[src/rtl/tfr_pkg.sv]
// Package for the tagged frame receiver: byte type, tag codes, register
// indexes, reset marks and the slot control struct.
// No dependencies.
`default_nettype none

package tfr_pkg;

  typedef logic [7:0] tfr_byte_t;

  localparam int FRAME_BYTES_DEF = 14;
  localparam int CFG_INDEX_W     = 8;
  localparam int VALUE_W         = 16;
  localparam int SLOTS           = 4;

  localparam logic [CFG_INDEX_W-1:0] REG_START_MARK = CFG_INDEX_W'(0);
  localparam logic [CFG_INDEX_W-1:0] REG_END_MARK   = CFG_INDEX_W'(1);

  localparam tfr_byte_t START_MARK_RST = 8'hd8;
  localparam tfr_byte_t END_MARK_RST   = 8'hee;

  localparam tfr_byte_t TAG_LEFT    = 8'hb0;
  localparam tfr_byte_t TAG_RIGHT   = 8'hb1;
  localparam tfr_byte_t TAG_ERROR   = 8'hb2;
  localparam tfr_byte_t TAG_CONTROL = 8'hb3;

  localparam tfr_byte_t SLOT_TAGS [SLOTS] = '{TAG_LEFT, TAG_RIGHT, TAG_ERROR, TAG_CONTROL};

  typedef struct packed {
    logic      load;
    tfr_byte_t want;
    tfr_byte_t tag;
    tfr_byte_t hi;
    tfr_byte_t lo;
  } tfr_slot_ctl_t;

endpackage

`default_nettype wire

[src/rtl/tagged_frame_receiver.sv]
// Tagged frame receiver: the result is registered on byte accept; one byte per cycle
// while the output is taken; the output register frees in the cycle its result is taken.
// Bytes shift through a chain of FRAME_BYTES-2 cells; tags are read at fixed cells.
// Reset clears the frame position, the held values and the output register, and
// restores the start and end marks; the byte chain is not reset.
// Depends on tfr_pkg, tfr_cell, tfr_slot.
`default_nettype none

module tagged_frame_receiver #(
  parameter int FRAME_BYTES = tfr_pkg::FRAME_BYTES_DEF
) (
  input  wire                                clk,
  input  wire                                rst_n,
  input  wire                                in_tvalid,
  output logic                               in_tready,
  input  wire  [7:0]                         in_tdata,   // rx_byte[7:0]
  output logic                               out_tvalid,
  input  wire                                out_tready,
  output logic [4*tfr_pkg::VALUE_W-1:0]      out_tdata,  // left_count, right_count,
                                                         // error_value, control_value
  output logic                               out_tuser,  // frame_done
  input  wire                                cfg_valid,
  output logic                               cfg_ready,
  input  wire  [tfr_pkg::CFG_INDEX_W-1:0]    cfg_index,
  input  wire  [7:0]                         cfg_data
);

  localparam int PW    = $clog2(FRAME_BYTES);
  localparam int CHAIN = FRAME_BYTES - 2;

  tfr_pkg::tfr_byte_t start_mark_r, start_mark_nxt;
  tfr_pkg::tfr_byte_t end_mark_r, end_mark_nxt;
  logic [PW-1:0]      pos_r, pos_nxt;
  logic               out_valid_r, out_valid_nxt;
  logic               done_r, done_nxt;

  logic take, store, last, commit;

  tfr_pkg::tfr_byte_t chain_q [CHAIN];
  tfr_pkg::tfr_slot_ctl_t slot_ctl [tfr_pkg::SLOTS];
  logic [tfr_pkg::VALUE_W-1:0] held [tfr_pkg::SLOTS];

  assign cfg_ready = 1'b1;
  assign in_tready = !out_valid_r || out_tready;

  assign take   = in_tvalid && in_tready;
  assign store  = take && ((pos_r != '0) || (in_tdata == start_mark_r));
  assign last   = (pos_r == PW'(FRAME_BYTES - 1));
  assign commit = store && last && (in_tdata == end_mark_r);

  always_comb begin
    start_mark_nxt = start_mark_r;
    end_mark_nxt   = end_mark_r;
    if (cfg_valid && cfg_ready) begin
      if (cfg_index == tfr_pkg::REG_START_MARK) begin
        start_mark_nxt = cfg_data;
      end else if (cfg_index == tfr_pkg::REG_END_MARK) begin
        end_mark_nxt = cfg_data;
      end
    end

    pos_nxt = pos_r;
    if (store) begin
      pos_nxt = last ? '0 : pos_r + PW'(1);
    end

    out_valid_nxt = out_valid_r;
    done_nxt      = done_r;
    if (take) begin
      out_valid_nxt = 1'b1;
      done_nxt      = commit;
    end else if (out_tready) begin
      out_valid_nxt = 1'b0;
    end
  end

  always_ff @(posedge clk) begin
    if (!rst_n) begin
      start_mark_r <= tfr_pkg::START_MARK_RST;
      end_mark_r   <= tfr_pkg::END_MARK_RST;
      pos_r        <= '0;
      out_valid_r  <= 1'b0;
      done_r       <= 1'b0;
    end else begin
      start_mark_r <= start_mark_nxt;
      end_mark_r   <= end_mark_nxt;
      pos_r        <= pos_nxt;
      out_valid_r  <= out_valid_nxt;
      done_r       <= done_nxt;
    end
  end

  for (genvar i = 0; i < CHAIN; i++) begin : g_cell
    if (i == 0) begin : g_head
      tfr_cell u_cell (
        .clk  (clk),
        .shift(store),
        .din  (in_tdata),
        .dout (chain_q[i])
      );
    end else begin : g_body
      tfr_cell u_cell (
        .clk  (clk),
        .shift(store),
        .din  (chain_q[i-1]),
        .dout (chain_q[i])
      );
    end
  end

  // frame byte k sits in cell FRAME_BYTES-2-k when the closing byte arrives
  for (genvar j = 0; j < tfr_pkg::SLOTS; j++) begin : g_slot
    localparam int TAG_CELL = FRAME_BYTES - 3 - 3 * j;

    assign slot_ctl[j] = '{
      load: commit,
      want: tfr_pkg::SLOT_TAGS[j],
      tag:  chain_q[TAG_CELL],
      hi:   chain_q[TAG_CELL-1],
      lo:   chain_q[TAG_CELL-2]
    };

    tfr_slot u_slot (
      .clk  (clk),
      .rst_n(rst_n),
      .ctl  (slot_ctl[j]),
      .held (held[j])
    );

    assign out_tdata[j*tfr_pkg::VALUE_W +: tfr_pkg::VALUE_W] = held[j];
  end

  assign out_tvalid = out_valid_r;
  assign out_tuser  = done_r;

`ifndef SYNTHESIS
  a_pos_range: assert property (@(posedge clk) disable iff (!rst_n)
    pos_r <= PW'(FRAME_BYTES - 1))
    else $error("frame position out of range");

  a_commit_done: assert property (@(posedge clk) disable iff (!rst_n)
    commit |=> out_tvalid && out_tuser)
    else $error("committed frame not reported");

  a_held_stable: assert property (@(posedge clk) disable iff (!rst_n)
    !commit |=> $stable(out_tdata))
    else $error("held values changed without a committed frame");

  a_done_at_end: assert property (@(posedge clk) disable iff (!rst_n)
    take && (pos_r != PW'(FRAME_BYTES - 1)) |=> !out_tuser)
    else $error("frame done outside the closing byte");
`endif

endmodule

`default_nettype wire

[src/rtl/tfr_cell.sv]
// One byte cell of the frame shift chain.
// Depends on tfr_pkg.
`default_nettype none

module tfr_cell (
  input  wire               clk,
  input  wire               shift,
  input  tfr_pkg::tfr_byte_t din,
  output tfr_pkg::tfr_byte_t dout
);

  tfr_pkg::tfr_byte_t data_r;
  tfr_pkg::tfr_byte_t data_nxt;

  always_comb begin
    data_nxt = shift ? din : data_r;
  end

  always_ff @(posedge clk) begin
    data_r <= data_nxt;
  end

  assign dout = data_r;

endmodule

`default_nettype wire

[src/rtl/tfr_slot.sv]
// Held value slot: loads a big-endian value when its tag matches on commit.
// Depends on tfr_pkg.
`default_nettype none

module tfr_slot (
  input  wire                           clk,
  input  wire                           rst_n,
  input  tfr_pkg::tfr_slot_ctl_t        ctl,
  output logic [tfr_pkg::VALUE_W-1:0]   held
);

  logic [tfr_pkg::VALUE_W-1:0] held_r;
  logic [tfr_pkg::VALUE_W-1:0] held_nxt;

  always_comb begin
    held_nxt = held_r;
    if (ctl.load && (ctl.tag == ctl.want)) begin
      held_nxt = {ctl.hi, ctl.lo};
    end
  end

  always_ff @(posedge clk) begin
    if (!rst_n) begin
      held_r <= '0;
    end else begin
      held_r <= held_nxt;
    end
  end

  assign held = held_r;

endmodule

`default_nettype wire

[config.mk]
export PLATFORM = sky130hd
export DESIGN_NAME = tagged_frame_receiver
export DESIGN_NICKNAME = d
export VERILOG_FILES = /design/src/rtl/tfr_pkg.sv /design/src/rtl/tagged_frame_receiver.sv /design/src/rtl/tfr_cell.sv /design/src/rtl/tfr_slot.sv
export SDC_FILE = /design/constraint.sdc
export NUM_CORES = 1
export LEC_CHECK = 0
export ABC_AREA = 1
export BUFFER_PORTS_ARGS = -buffer_cell sky130_fd_sc_hd__buf_2
export CAP_MARGIN = 15
export CORE_ASPECT_RATIO = 0.6
export CORE_MARGIN = 2
export CORE_UTILIZATION = 61
export DETAILED_ROUTE_END_ITERATION = 7
export PLACE_DENSITY = 0.84
export SYNTH_ARGS = -nofsm -noshare
export SYNTH_HDL_FRONTEND = slang
export SYNTH_SLANG_ARGS = --single-unit
[constraint.sdc]
create_clock -name clk -period 5 [get_ports clk]
set_input_delay 0.25 -clock clk [delete_from_list [all_inputs] [get_ports clk]]
set_output_delay 0.25 -clock clk [all_outputs]
set_load 0.02 [all_outputs]
# Word-level counts from Yosys, hierarchy flattened
# Cells that the tools add are included.
# totals
inputBits	29
reg_bits	182
output_inout_bits	68
word_cells	50
# classes
eq_ne	8
reduce_logical	16
addsub	1
n_bitwise	1
mux	3
# op_table
operator	count
== test 8 bit, second input constant	4
== test 8 bit	2
== test 8 x 1 -> 1 bit, second input constant	1
logical AND 1 bit	8
logical NOT 8 bit	1
adder 4 x 1 -> 4 bit, second input constant	1
== test 4 bit, second input constant	1
two-way mux 4 bit	1
nonzero test 4 bit	1
AND reduction 3 bit	1
logical OR 1 bit	2
two-way mux 1 bit	2
AND reduction 2 bit	1
nonzero test 2 bit	1
logical NOT 1 bit	1
NOT 1 bit	1

# Depth between registers and ports, before layout
# Gate-level depths: netlist of the first run.
# depth
depth_word	7
mapped_depth	12
ltp_nobuf	12

# Hierarchy
# From an unflattened synthesis of the first run, not the netlist that was laid out.
# unflattened
hier_cells	912
hier_area_um2	7828.8
# by_module_without_submodules
mod	instances	area_each_um2	cells_each
tfr_slot	4	937.1	158
tfr_cell	12	240.2	8
tagged_frame_receiver	1	1197.4	184

# Least setup slack after synthesis of the first run
# OpenSTA, ideal clock, no wires.
# synth_path
path_kind	reg2reg
startpoint	reg out_valid_r, in the netlist out_tvalid
endpoint	reg pos_r[1]
n_path_buf	0
path_slack_ns	2.341
path_stages_with_launch	9
arrival_time_ns	2.541
setup_ns	0.118
path_cell_list	dfxtp_1 > nand2_1 > nand2_1 > inv_1 > nand2_1 > inv_2 > nand2_1 > nand3_1 > nand2_1
# synth_between
elab_chain_len	4
# synth_rtl
item	line	source
start, declared	tagged_frame_receiver.sv:34	logic out_valid_r, out_valid_nxt;
start signal, assigned	tagged_frame_receiver.sv:88	out_valid_r <= out_valid_nxt;
logical NOT 1 bit	tagged_frame_receiver.sv:44	assign in_tready = !out_valid_r || out_tready;
logical OR 1 bit	tagged_frame_receiver.sv:44	
via in_tready	tagged_frame_receiver.sv:15	output logic in_tready,
logical AND 1 bit	tagged_frame_receiver.sv:46	assign take = in_tvalid && in_tready;
logical AND 1 bit	tagged_frame_receiver.sv:47	assign store = take && ((pos_r != '0) || (in_tdata == start_mark_r));
via g_cell[0].g_head.u_cell.shift	tfr_cell.sv:7	input wire shift,
end signal, assigned	tagged_frame_receiver.sv:87	pos_r <= pos_nxt;
end, declared	tagged_frame_receiver.sv:33	logic [PW-1:0] pos_r, pos_nxt;
# The timed path passes the listed nets, and every way through them passes these cells.
# A chain may end at the register's enable or synchronous reset.

# Final worst setup path of the first run
# layout_path
startpoint	reg pos_r[0]
endpoint	reg g_cell[3].g_body.u_cell.data_r[2], enable pin
# layout_between
elab_chain_len	3
# layout_rtl
item	line	source
nonzero test 4 bit	tagged_frame_receiver.sv:47	
logical OR 1 bit	tagged_frame_receiver.sv:47	
logical AND 1 bit	tagged_frame_receiver.sv:47	
via g_cell[0].g_head.u_cell.shift	tfr_cell.sv:7	
end signal, assigned	tfr_cell.sv:20	data_r <= data_nxt;
end, declared	tfr_cell.sv:12	tfr_pkg::tfr_byte_t data_r;
# The timed path passes the listed nets, and every way through them passes these cells.

==> impl_metrics.env, run 1 <==
export IMPL_status="finished, final reports clean"
export IMPL_cts_resized=0
export IMPL_fin_crit_sh_pct=55.9
export IMPL_finish_instance_area_mm2=0.00800
export IMPL_synthFlopType="edfxtp_1"
export IMPL_r2r_end="g_cell[3].g_body.u_cell.dout[2]"
export IMPL_yosysMostFrequentCell="nand2_1"
export IMPL_clkTransAtPathRegs_ps=60
export IMPL_viasPerCell=5.13
export IMPL_synth_nets=724
export IMPL_core_area_mm2=0.0111
export IMPL_synth_simple_area_share_pct=22.0
export IMPL_cp_required_ps=5140
export IMPL_dieArea_mm2=0.0122
export IMPL_place_congestion=0.832
export IMPL_port_buffers=95
export IMPL_wire_per_inst_um=15.7
export IMPL_cp_arrival_ps=2940
export IMPL_drtPass1Iterations=5
export IMPL_yosys_cell_types_count=32
export IMPL_drv_cap=0
export IMPL_synth_top_family_by_area="simple AND/OR/NAND/NOR gates"
export IMPL_totalPowerFinal_mw=2.95
export IMPL_hold_viol=0
export IMPL_postCtsHoldBufs=0
export IMPL_drtAntennaViolNets=0
export IMPL_cts_htree_levels=4
export IMPL_synthXorXnorAreaFrac_pct=1.14
export IMPL_finClkSkew_ps=17.2
export IMPL_critPathKind="register to register"
export IMPL_grt_total_usage_pct=24.9
export IMPL_cts_tree="built"
export IMPL_hold_end="g_cell[0].g_head.u_cell.dout[0]"
export IMPL_layout_nets=819
export IMPL_placed_area_mm2=0.00739
export IMPL_cts_root_buf="clkbuf_16"
export IMPL_start_util_pct=61.9
export IMPL_cts_setup_buffers=0
export IMPL_yosysWarnings=0
export IMPL_ir_drop_uv=262
export IMPL_synth_enable_flop_cells=96
export IMPL_crit_fanout=44
export IMPL_routed_wl_um=14800
export IMPL_grt_pass1_wl_um=23100
export IMPL_initialDrtViolationCount=374
export IMPL_post_route_min_period_ps=2790
export IMPL_synth_compound_area_share_pct=2.01
export IMPL_overflow=0
export IMPL_yosys_top_cells_area="edfxtp_1, dfxtp_1, nand2_1, nor2_1, inv_1"
export IMPL_hold_start="in_tdata[0]"
export IMPL_rr_startpoint="pos_r[0]"
export IMPL_syn_area_per_cell_um2=9.93
export IMPL_finalMaxSlewViolations=0
export IMPL_synth_area_mm2=0.00690
export IMPL_grt_pass1_vias=4701
export IMPL_std_cell_rows=30
export IMPL_drive_above_1_share_pct=17.8
export IMPL_diodes=0
export IMPL_grt_start_max_net_pins=81
export IMPL_io_pin_count=97
export IMPL_relSlewSlack_pct=43.2
export IMPL_yosysSeqAreaShare_pct=66.7
export IMPL_yosys_mux_area_fraction_pct=0
export IMPL_area_delta_synth_final_pct=15.9
export IMPL_numCtsBuffers=17
export IMPL_clock_latency_ps=430
export IMPL_synth_seq_cells=182
export IMPL_tns_ps=0
export IMPL_die_h_um=86.4
export IMPL_setup_violations=0
export IMPL_leakage_nw=3.78
export IMPL_drcViolationCount=0
export IMPL_max_freq_ghz=0.358
export IMPL_vias=4855
export IMPL_yosysTopAreaCell="edfxtp_1"
export IMPL_antenna_found_initial=0
export IMPL_holdPathStages=1
export IMPL_crit_path_start_kind="register"
export IMPL_die_w_um=141
export IMPL_rr_worst_depth=6
export IMPL_power_density_mw_per_mm2=369
export IMPL_dp_hpwl_um=9440
export IMPL_hold_path_class="input pin to register"
export IMPL_async_reset_ff_share_pct=0
export IMPL_ff2ff_setup_slack_ps=2210
export IMPL_yosys_top_cells_count="nand2_1, nor2_1, edfxtp_1, inv_1, dfxtp_1"
export IMPL_stdcell_count=947
export IMPL_cts_buffer_depth=2
export IMPL_synthAdderAreaFrac_pct=0
export IMPL_synth_top_area_share_pct=41.8
export IMPL_cp_end_kind="register"
export IMPL_placed_cells=914
export IMPL_clock_sinks=182
export IMPL_tightest_slew_ps=852
export IMPL_synthCells=695
export IMPL_rsz0062_at_grt="no"
==> logic make-up (layout without fill, tap and decap cells) <==
group,Yosys count,count (layout)
AND/OR/NAND/NOR,360,360
buffers and inverters,120,228
AO/OA/AOI/OAI,23,23
XOR/XNOR,9,9
flip-flops,182,182
other,1,1
==> stage by stage <==
step | setup slack, ps | hold WS (ps) | util, %
2_1_floorplan | 2340 | 349 | -
6_report | 2210 | 49.7 | 71.7
5_1_grt | 2130 | 35.1 | 71.7
4_1_cts | 1830 | 33.8 | 71.6
3_3_place_gp | 2180 | 431 | 66.3
3_5_place_dp | 1860 | 433 | 66.3
==> cell type report <==
| class | instances | area [um^2] |
|---|---|---|
| clock buffer | 22 | 487 |
| fill | 758 | 3150 |
| inverter | 97 | 365 |
| sequential | 182 | 4600 |
| clock inverter | 10 | 100 |
| tap | 144 | 180 |
| multi-input combinational | 393 | 1740 |
| timing repair buffer | 99 | 518 |
==> where the power goes <==
group          internal, mW  total (mW)  switching (mW)  leakage, nW
Combinational        0.0157      0.0509          0.0352         1.93
Sequential             1.56        1.56         0.00151         1.56
Clock                 0.788        1.34           0.553        0.290
Total                  2.37        2.95           0.590         3.78
==> layout by cell type, fill, tap and decap left out, types with 3 or more instances in the layout <==
| cell type | synthesis | final |
|---|---|---|
| nand4_1 | 3 | 3 |
| dfxtp_1 | 86 | 86 |
| clkbuf_16 | 0 | 19 |
| clkinv_1 | 1 | 4 |
| nor2_2 | 4 | 4 |
| buf_2 | 8 | 95 |
| xnor2_1 | 8 | 8 |
| clkinv_2 | 0 | 5 |
| nand2_1 | 184 | 184 |
| inv_1 | 94 | 94 |
| nand4_4 | 5 | 5 |
| edfxtp_1 | 96 | 96 |
| buf_4 | 2 | 3 |
| clkbuf_1 | 1 | 3 |
| o21ai_0 | 5 | 5 |
| nor2_1 | 142 | 142 |
| nand3_1 | 9 | 9 |
| a21oi_1 | 8 | 8 |
| nor4_1 | 5 | 5 |
| o211ai_1 | 8 | 8 |
==> worst max-delay path: stages, from the launching register on <==
cell	delay [ps]
dfxtp_1	370
nor4_1	500
nand2_2	270
nand2_1	220
clkinv_2	450
buf_12	380
buf_4	290
==> layer usage <==
metal | part of all wire, % | vias up | track usage (%)
met5 | 0 | - | 0
met4 | 1.7 | 0 | 10.2
met3 | 6.3 | 21 | 5.97
met2 | 49 | 178 | 40.6
met1 | 43 | 2309 | 32.8
li1 | - | 2347 | -
==> registers in the layout (all words and copies together) (netlist names) <==
name                       count
pos_r                          4
out_tvalid                     1
out_tuser                      1
g_cell.g_head.u_cell.dout      8
end_mark_r                     8
start_mark_r                   8
g_slot.u_slot.held            64
g_cell.g_body.u_cell.dout     88
==> how the worst max path moves through the flow <==
stage                    startpoint                               to  slack, ps  cells past startpoint
finish                     pos_r[0]  g_cell[3].g_body.u_cell.dout[2]       2210                      6
detailed placement         pos_r[0]  g_cell[5].g_body.u_cell.dout[2]       1860                      5
global placement           pos_r[0]  g_cell[4].g_body.u_cell.dout[0]       2180                      5
CTS                        pos_r[0]  g_cell[3].g_body.u_cell.dout[2]       1830                      5
global route        start_mark_r[4]  g_cell[3].g_body.u_cell.dout[2]       2130                      9
floorplan                out_tvalid                         pos_r[1]       2340                      8
(Power assumes the default switching activity.)
==> inputs of run 2 (changes only) <==
--- a/config.mk
+++ b/config.mk
@@ -10,9 +10,9 @@
 export CAP_MARGIN = 15
 export CORE_ASPECT_RATIO = 0.6
 export CORE_MARGIN = 2
-export CORE_UTILIZATION = 61
+export CORE_UTILIZATION = 57
 export DETAILED_ROUTE_END_ITERATION = 7
-export PLACE_DENSITY = 0.84
+export PLACE_DENSITY = 0.79
 export SYNTH_ARGS = -nofsm -noshare
 export SYNTH_HDL_FRONTEND = slang
 export SYNTH_SLANG_ARGS = --single-unit
==> constraint.sdc (replaced) <==
create_clock -name clk -period 2.6 [get_ports clk]
set_input_delay 0.13 -clock clk [delete_from_list [all_inputs] [get_ports clk]]
set_output_delay 0.13 -clock clk [all_outputs]
set_load 0.02 [all_outputs]
==> impl_metrics.env, run 2 (synthesis results as in run 1) <==
export IMPL_rsz0062_at_grt="no"
export IMPL_clock_latency_ps=430
export IMPL_switching_share_pct=20.6
export IMPL_diodes=0
export IMPL_drcViolationCount=0
export IMPL_power_density_mw_per_mm2=670
export IMPL_final_cell_mix="nand2_1, nor2_1, edfxtp_1, buf_2, inv_1"
export IMPL_antenna_found_initial=0
export IMPL_relSlewSlack_pct=44.4
export IMPL_tns_ps=0
export IMPL_max_freq_ghz=0.462
export IMPL_dp_hpwl_um=8800
export IMPL_critPathKind="input pin to register"
export IMPL_p_switching_mw=1.13
export IMPL_cp_required_ps=2730
export IMPL_fin_crit_sh_pct=83.2
export IMPL_grt_start_max_net_pins=80
export IMPL_tightest_slew_ps=835
export IMPL_cp_arrival_ps=2290
export IMPL_hold_path_class="input pin to register"
export IMPL_drv_cap=0
export IMPL_clkTransAtPathRegs_ps=70
export IMPL_grt_total_usage_pct=21.0
export IMPL_hold_viol=0
export IMPL_area_delta_synth_final_pct=18.7
export IMPL_viasPerCell=4.81
export IMPL_dieArea_mm2=0.0130
export IMPL_core_area_mm2=0.0119
export IMPL_drive_above_1_share_pct=18.2
export IMPL_drtPass1Iterations=5
export IMPL_postCtsHoldBufs=16
export IMPL_mostFrequentLayoutCell="nand2_1"
export IMPL_cts_buffer_depth=2
export IMPL_grt_pass1_wl_um=20700
export IMPL_finalMaxSlewViolations=0
export IMPL_layout_nets=840
export IMPL_io_pin_count=97
export IMPL_routed_wl_um=13500
export IMPL_port_buffers=95
export IMPL_ir_drop_uv=532
export IMPL_p_clk_share_pct=43.1
export IMPL_status="finished, final reports clean"
export IMPL_drtAntennaViolNets=0
export IMPL_vias=4757
export IMPL_std_cell_rows=31
export IMPL_largest_reg_flops=88
export IMPL_numCtsBuffers=17
export IMPL_setup_violations=0
export IMPL_internal_power_mw=4.36
export IMPL_pwr_share_seq_pct=54.7
export IMPL_clock_sinks=182
export IMPL_crit_fanout=35
export IMPL_finClkSkew_ps=10.7
export IMPL_cts_root_buf="clkbuf_16"
export IMPL_postLayoutCoreUtil_pct=68.6
export IMPL_place_congestion=0.810
export IMPL_post_route_min_period_ps=2160
export IMPL_leakage_nw=3.84
export IMPL_die_w_um=146
export IMPL_cts_tree="built"
export IMPL_crit_path_start_kind="input pin"
export IMPL_initialDrtViolationCount=402
export IMPL_cts_resized=0
export IMPL_overflow=0
export IMPL_die_h_um=89.2
export IMPL_combPwrFrac_pct=2.1
export IMPL_cts_setup_buffers=0
export IMPL_wire_per_inst_um=13.6
export IMPL_start_util_pct=57.8
export IMPL_cts_htree_levels=4
export IMPL_cp_end_kind="register"
export IMPL_grt_pass1_vias=4357
run 2: cell types whose count changed in the layout (fill, tap and decap cells not counted), sizes merged:
cell and delta:
inv +2, clkbuf -3, buf +5, bufinv -1, clkinv -2, dlygate4sd3 +16
clkinvlp +4
run 2: through the flow:
stage / hold slack (ps) / setup slack (ps) / std cells / instance area, um^2 / power [mW]
after global routing: 29.2 / 253 / 989 / 8190 / 5.64
after floorplan: 229 / 365 / 695 / 6910 / 3.12
final: 20.8 / 436 / 989 / 8190 / 5.49
after CTS: 10.6 / 423 / 989 / 8190 / 5.51
after detailed placement: 350 / 496 / 941 / 7490 / 3.16
after global placement: 354 / 561 / 941 / 7490 / 3.16
run 2: worst max-delay path, stage by stage:
cell	delay, ps
dlygate4sd3_1	540
buf_2	150
xnor2_1	150
nand2_1	70
nor2_1	110
nand2_1	100
nand2_2	200
nand2_1	170
inv_4	380
buf_4	290
run 2: final cells by class:
cell class / count / area (um^2)
clock inverters: 13 / 109
inverters: 97 / 367
repair buffers: 120 / 728
flip-flops and latches: 182 / 4600
well taps: 165 / 206
fillers: 904 / 3760
clock buffers: 19 / 433
multi-input cells: 393 / 1740
run 2: path summary, 6_finish.rpt:
check | slack [ps] | cells past startpoint | startpoint | endpoint
min | 20 | 4 | out_tready | out_tvalid
max reg2reg | 480 | 8 | start_mark_r[2] | g_cell[0].g_head.u_cell.dout[4]
max | 440 | 10 | in_tdata[1] | g_cell[0].g_head.u_cell.dout[4]
min reg2reg | 450 | 0 | g_cell[4].g_body.u_cell.dout[1] | g_cell[5].g_body.u_cell.dout[1]
run 2: power groups by stage:
stage	Sequential, mW	Combinational [mW]	Clock [mW]
after floorplan	3.07	0.0562	0
after global placement	3.07	0.0930	0
after global routing	3.00	0.128	2.51
final	3.00	0.116	2.37
after detailed placement	3.07	0.0963	0
after CTS	3.00	0.115	2.39
run 2: per-layer routing:
| metal | routed length (um) | GRT usage, % |
|---|---|---|
| met1 | 6070 | 27.0 |
| met2 | 6360 | 34.6 |
| met3 | 845 | 5.92 |
| met4 | 172 | 8.56 |
| met5 | 0 | 0 |
==> inputs of run 3 (changes only) <==
==> constraint.sdc (replaced) <==
create_clock -name clk -period 2.15 [get_ports clk]
set_input_delay 0.1075 -clock clk [delete_from_list [all_inputs] [get_ports clk]]
set_output_delay 0.1075 -clock clk [all_outputs]
set_load 0.02 [all_outputs]
==> impl_metrics.env, run 3 (synthesis results as in run 1) <==
export IMPL_ir_drop_uv=606
export IMPL_setup_violations=0
export IMPL_finalMaxSlewViolations=0
export IMPL_switching_share_pct=21.0
export IMPL_routed_wl_um=13600
export IMPL_clkTransAtPathRegs_ps=70
export IMPL_antenna_found_initial=0
export IMPL_start_util_pct=57.8
export IMPL_place_congestion=0.819
export IMPL_leakage_nw=3.91
export IMPL_whs_ps=72.6
export IMPL_combPwrFrac_pct=2.2
export IMPL_layout_nets=850
export IMPL_cts_buffer_depth=2
export IMPL_core_area_mm2=0.0119
export IMPL_totalPowerFinal_mw=6.69
export IMPL_mostFrequentLayoutCell="nand2_1"
export IMPL_finish_instance_area_mm2=0.00831
export IMPL_overflow=0
export IMPL_grt_total_usage_pct=22.2
export IMPL_power_density_mw_per_mm2=805
export IMPL_crit_fanout=32
export IMPL_pre_cts_slack_ps=163
export IMPL_cts_root_buf="clkbuf_16"
export IMPL_clock_latency_ps=420
export IMPL_critPathKind="input pin to register"
export IMPL_cts_setup_buffers=0
export IMPL_crit_path_start_kind="input pin"
export IMPL_final_cell_mix="nand2_1, nor2_1, edfxtp_1, buf_2, inv_1"
export IMPL_cp_arrival_ps=2360
export IMPL_drcViolationCount=0
export IMPL_fin_crit_sh_pct=92.9
export IMPL_hold_path_class="input pin to register"
export IMPL_drive_above_1_share_pct=19.2
export IMPL_diodes=0
export IMPL_cp_top_family="simple AND/OR/NAND/NOR gates"
export IMPL_vias=4892
export IMPL_viasPerCell=4.90
export IMPL_cp_common_cell="nand2_1"
export IMPL_die_h_um=89.2
export IMPL_dp_hpwl_um=9180
export IMPL_crit_path_cell_trace="dlygate4sd3_1 > buf_2 > inv_1 > nand2_1 > nand2_1 > nor2_1 > nand3_2 > nor2_8 > nand4_4 > nand2_1 > nand2_1 > nor2_1"
export IMPL_wire_per_inst_um=13.6
export IMPL_io_pin_count=97
export IMPL_rsz0062_at_grt="yes"
export IMPL_pwr_share_seq_pct=54.3
export IMPL_area_delta_synth_final_pct=20.4
export IMPL_placed_area_mm2=0.00756
export IMPL_largest_reg_flops=88
export IMPL_drtPass1Iterations=5
export IMPL_initialDrtViolationCount=309
export IMPL_drtAntennaViolNets=0
export IMPL_grt_start_max_net_pins=35
export IMPL_internal_power_mw=5.29
export IMPL_fill_cells=866
export IMPL_p_clk_share_pct=43.5
export IMPL_hold_viol=0
export IMPL_final_setup_worst_slack_ps=152
export IMPL_dieArea_mm2=0.0130
export IMPL_cp_end_kind="register"
export IMPL_die_w_um=146
export IMPL_post_route_min_period_ps=2000
export IMPL_cp_num_buf_inv=3
export IMPL_cp_required_ps=2510
export IMPL_port_buffers=95
export IMPL_ff2ff_setup_slack_ps=200
export IMPL_cts_htree_levels=4
export IMPL_max_freq_ghz=0.501
export IMPL_tns_ps=0
export IMPL_p_switching_mw=1.40
export IMPL_grt_pass1_vias=4656
export IMPL_finClkSkew_ps=10.9
export IMPL_clock_sinks=182
export IMPL_cts_tree="built"
export IMPL_std_cell_rows=31
export IMPL_slowest_stage="dlygate4sd3_1"
export IMPL_grt_pass1_wl_um=22200
export IMPL_numCtsBuffers=17
export IMPL_max_stage_delay_ps=530
export IMPL_status="finished, final reports clean"
export IMPL_drv_cap=0
## run 3: power by group through the flow
stage	clock network (mW)	logic (mW)	registers [mW]
after global placement	0	0.114	3.71
after detailed placement	0	0.119	3.71
after CTS	2.95	0.147	3.63
after global routing	3.07	0.162	3.63
final	2.91	0.149	3.63
after floorplan	0	0.0680	3.71
## run 3: repair_timing
action                                  in CTS  in global routing
endpoints found under the setup margin       0                 80
gates resized for setup                      0                  4
hold buffers                                19                  0
endpoints found under the hold margin       24                  0
## run 3: worst register-to-register path, stage by stage, from the launching register on
cell and delay [ps]:
dfxtp_1 410, nand2_1 140, nor2_4 210, nand4_4 150, nor2_8 210, nand4_4 410, nand2_1 200, nand2_1 90
nor2_1 100
## run 3: area by class of cell
cell class	count	area (um^2)	share of cell area, %
clock buffer	17	425	5.12
tap	165	206	2.48
sequential	182	4600	55.4
clock inverter	15	128	1.54
inverter	97	377	4.53
multi-input combinational	393	1750	21.0
timing repair buffer	130	823	9.91
## run 3: routing by layer
layer  global-route usage, %  wire length [um]
met1                    28.5              6120
met2                    36.9              6440
met3                    5.61               795
met4                    9.44               252
met5                       0                 0
## run 3: path summary, 6_finish.rpt
check	from	end	cells past startpoint
setup / recovery	in_tdata[5]	g_slot[0].u_slot.held[0]	12
hold / removal	rst_n	start_mark_r[3]	2
setup reg to reg	pos_r[3]	g_slot[0].u_slot.held[0]	8
hold reg to reg	g_cell[0].g_head.u_cell.dout[0]	g_cell[1].g_body.u_cell.dout[0]	0
## run 3: per-stage QoR
step                      instances  utilization [%]
after floorplan                 695                -
after global placement          948             63.2
after detailed placement        948             63.2
after CTS                       999             69.5
after global routing            999             69.6
final                           999             69.6
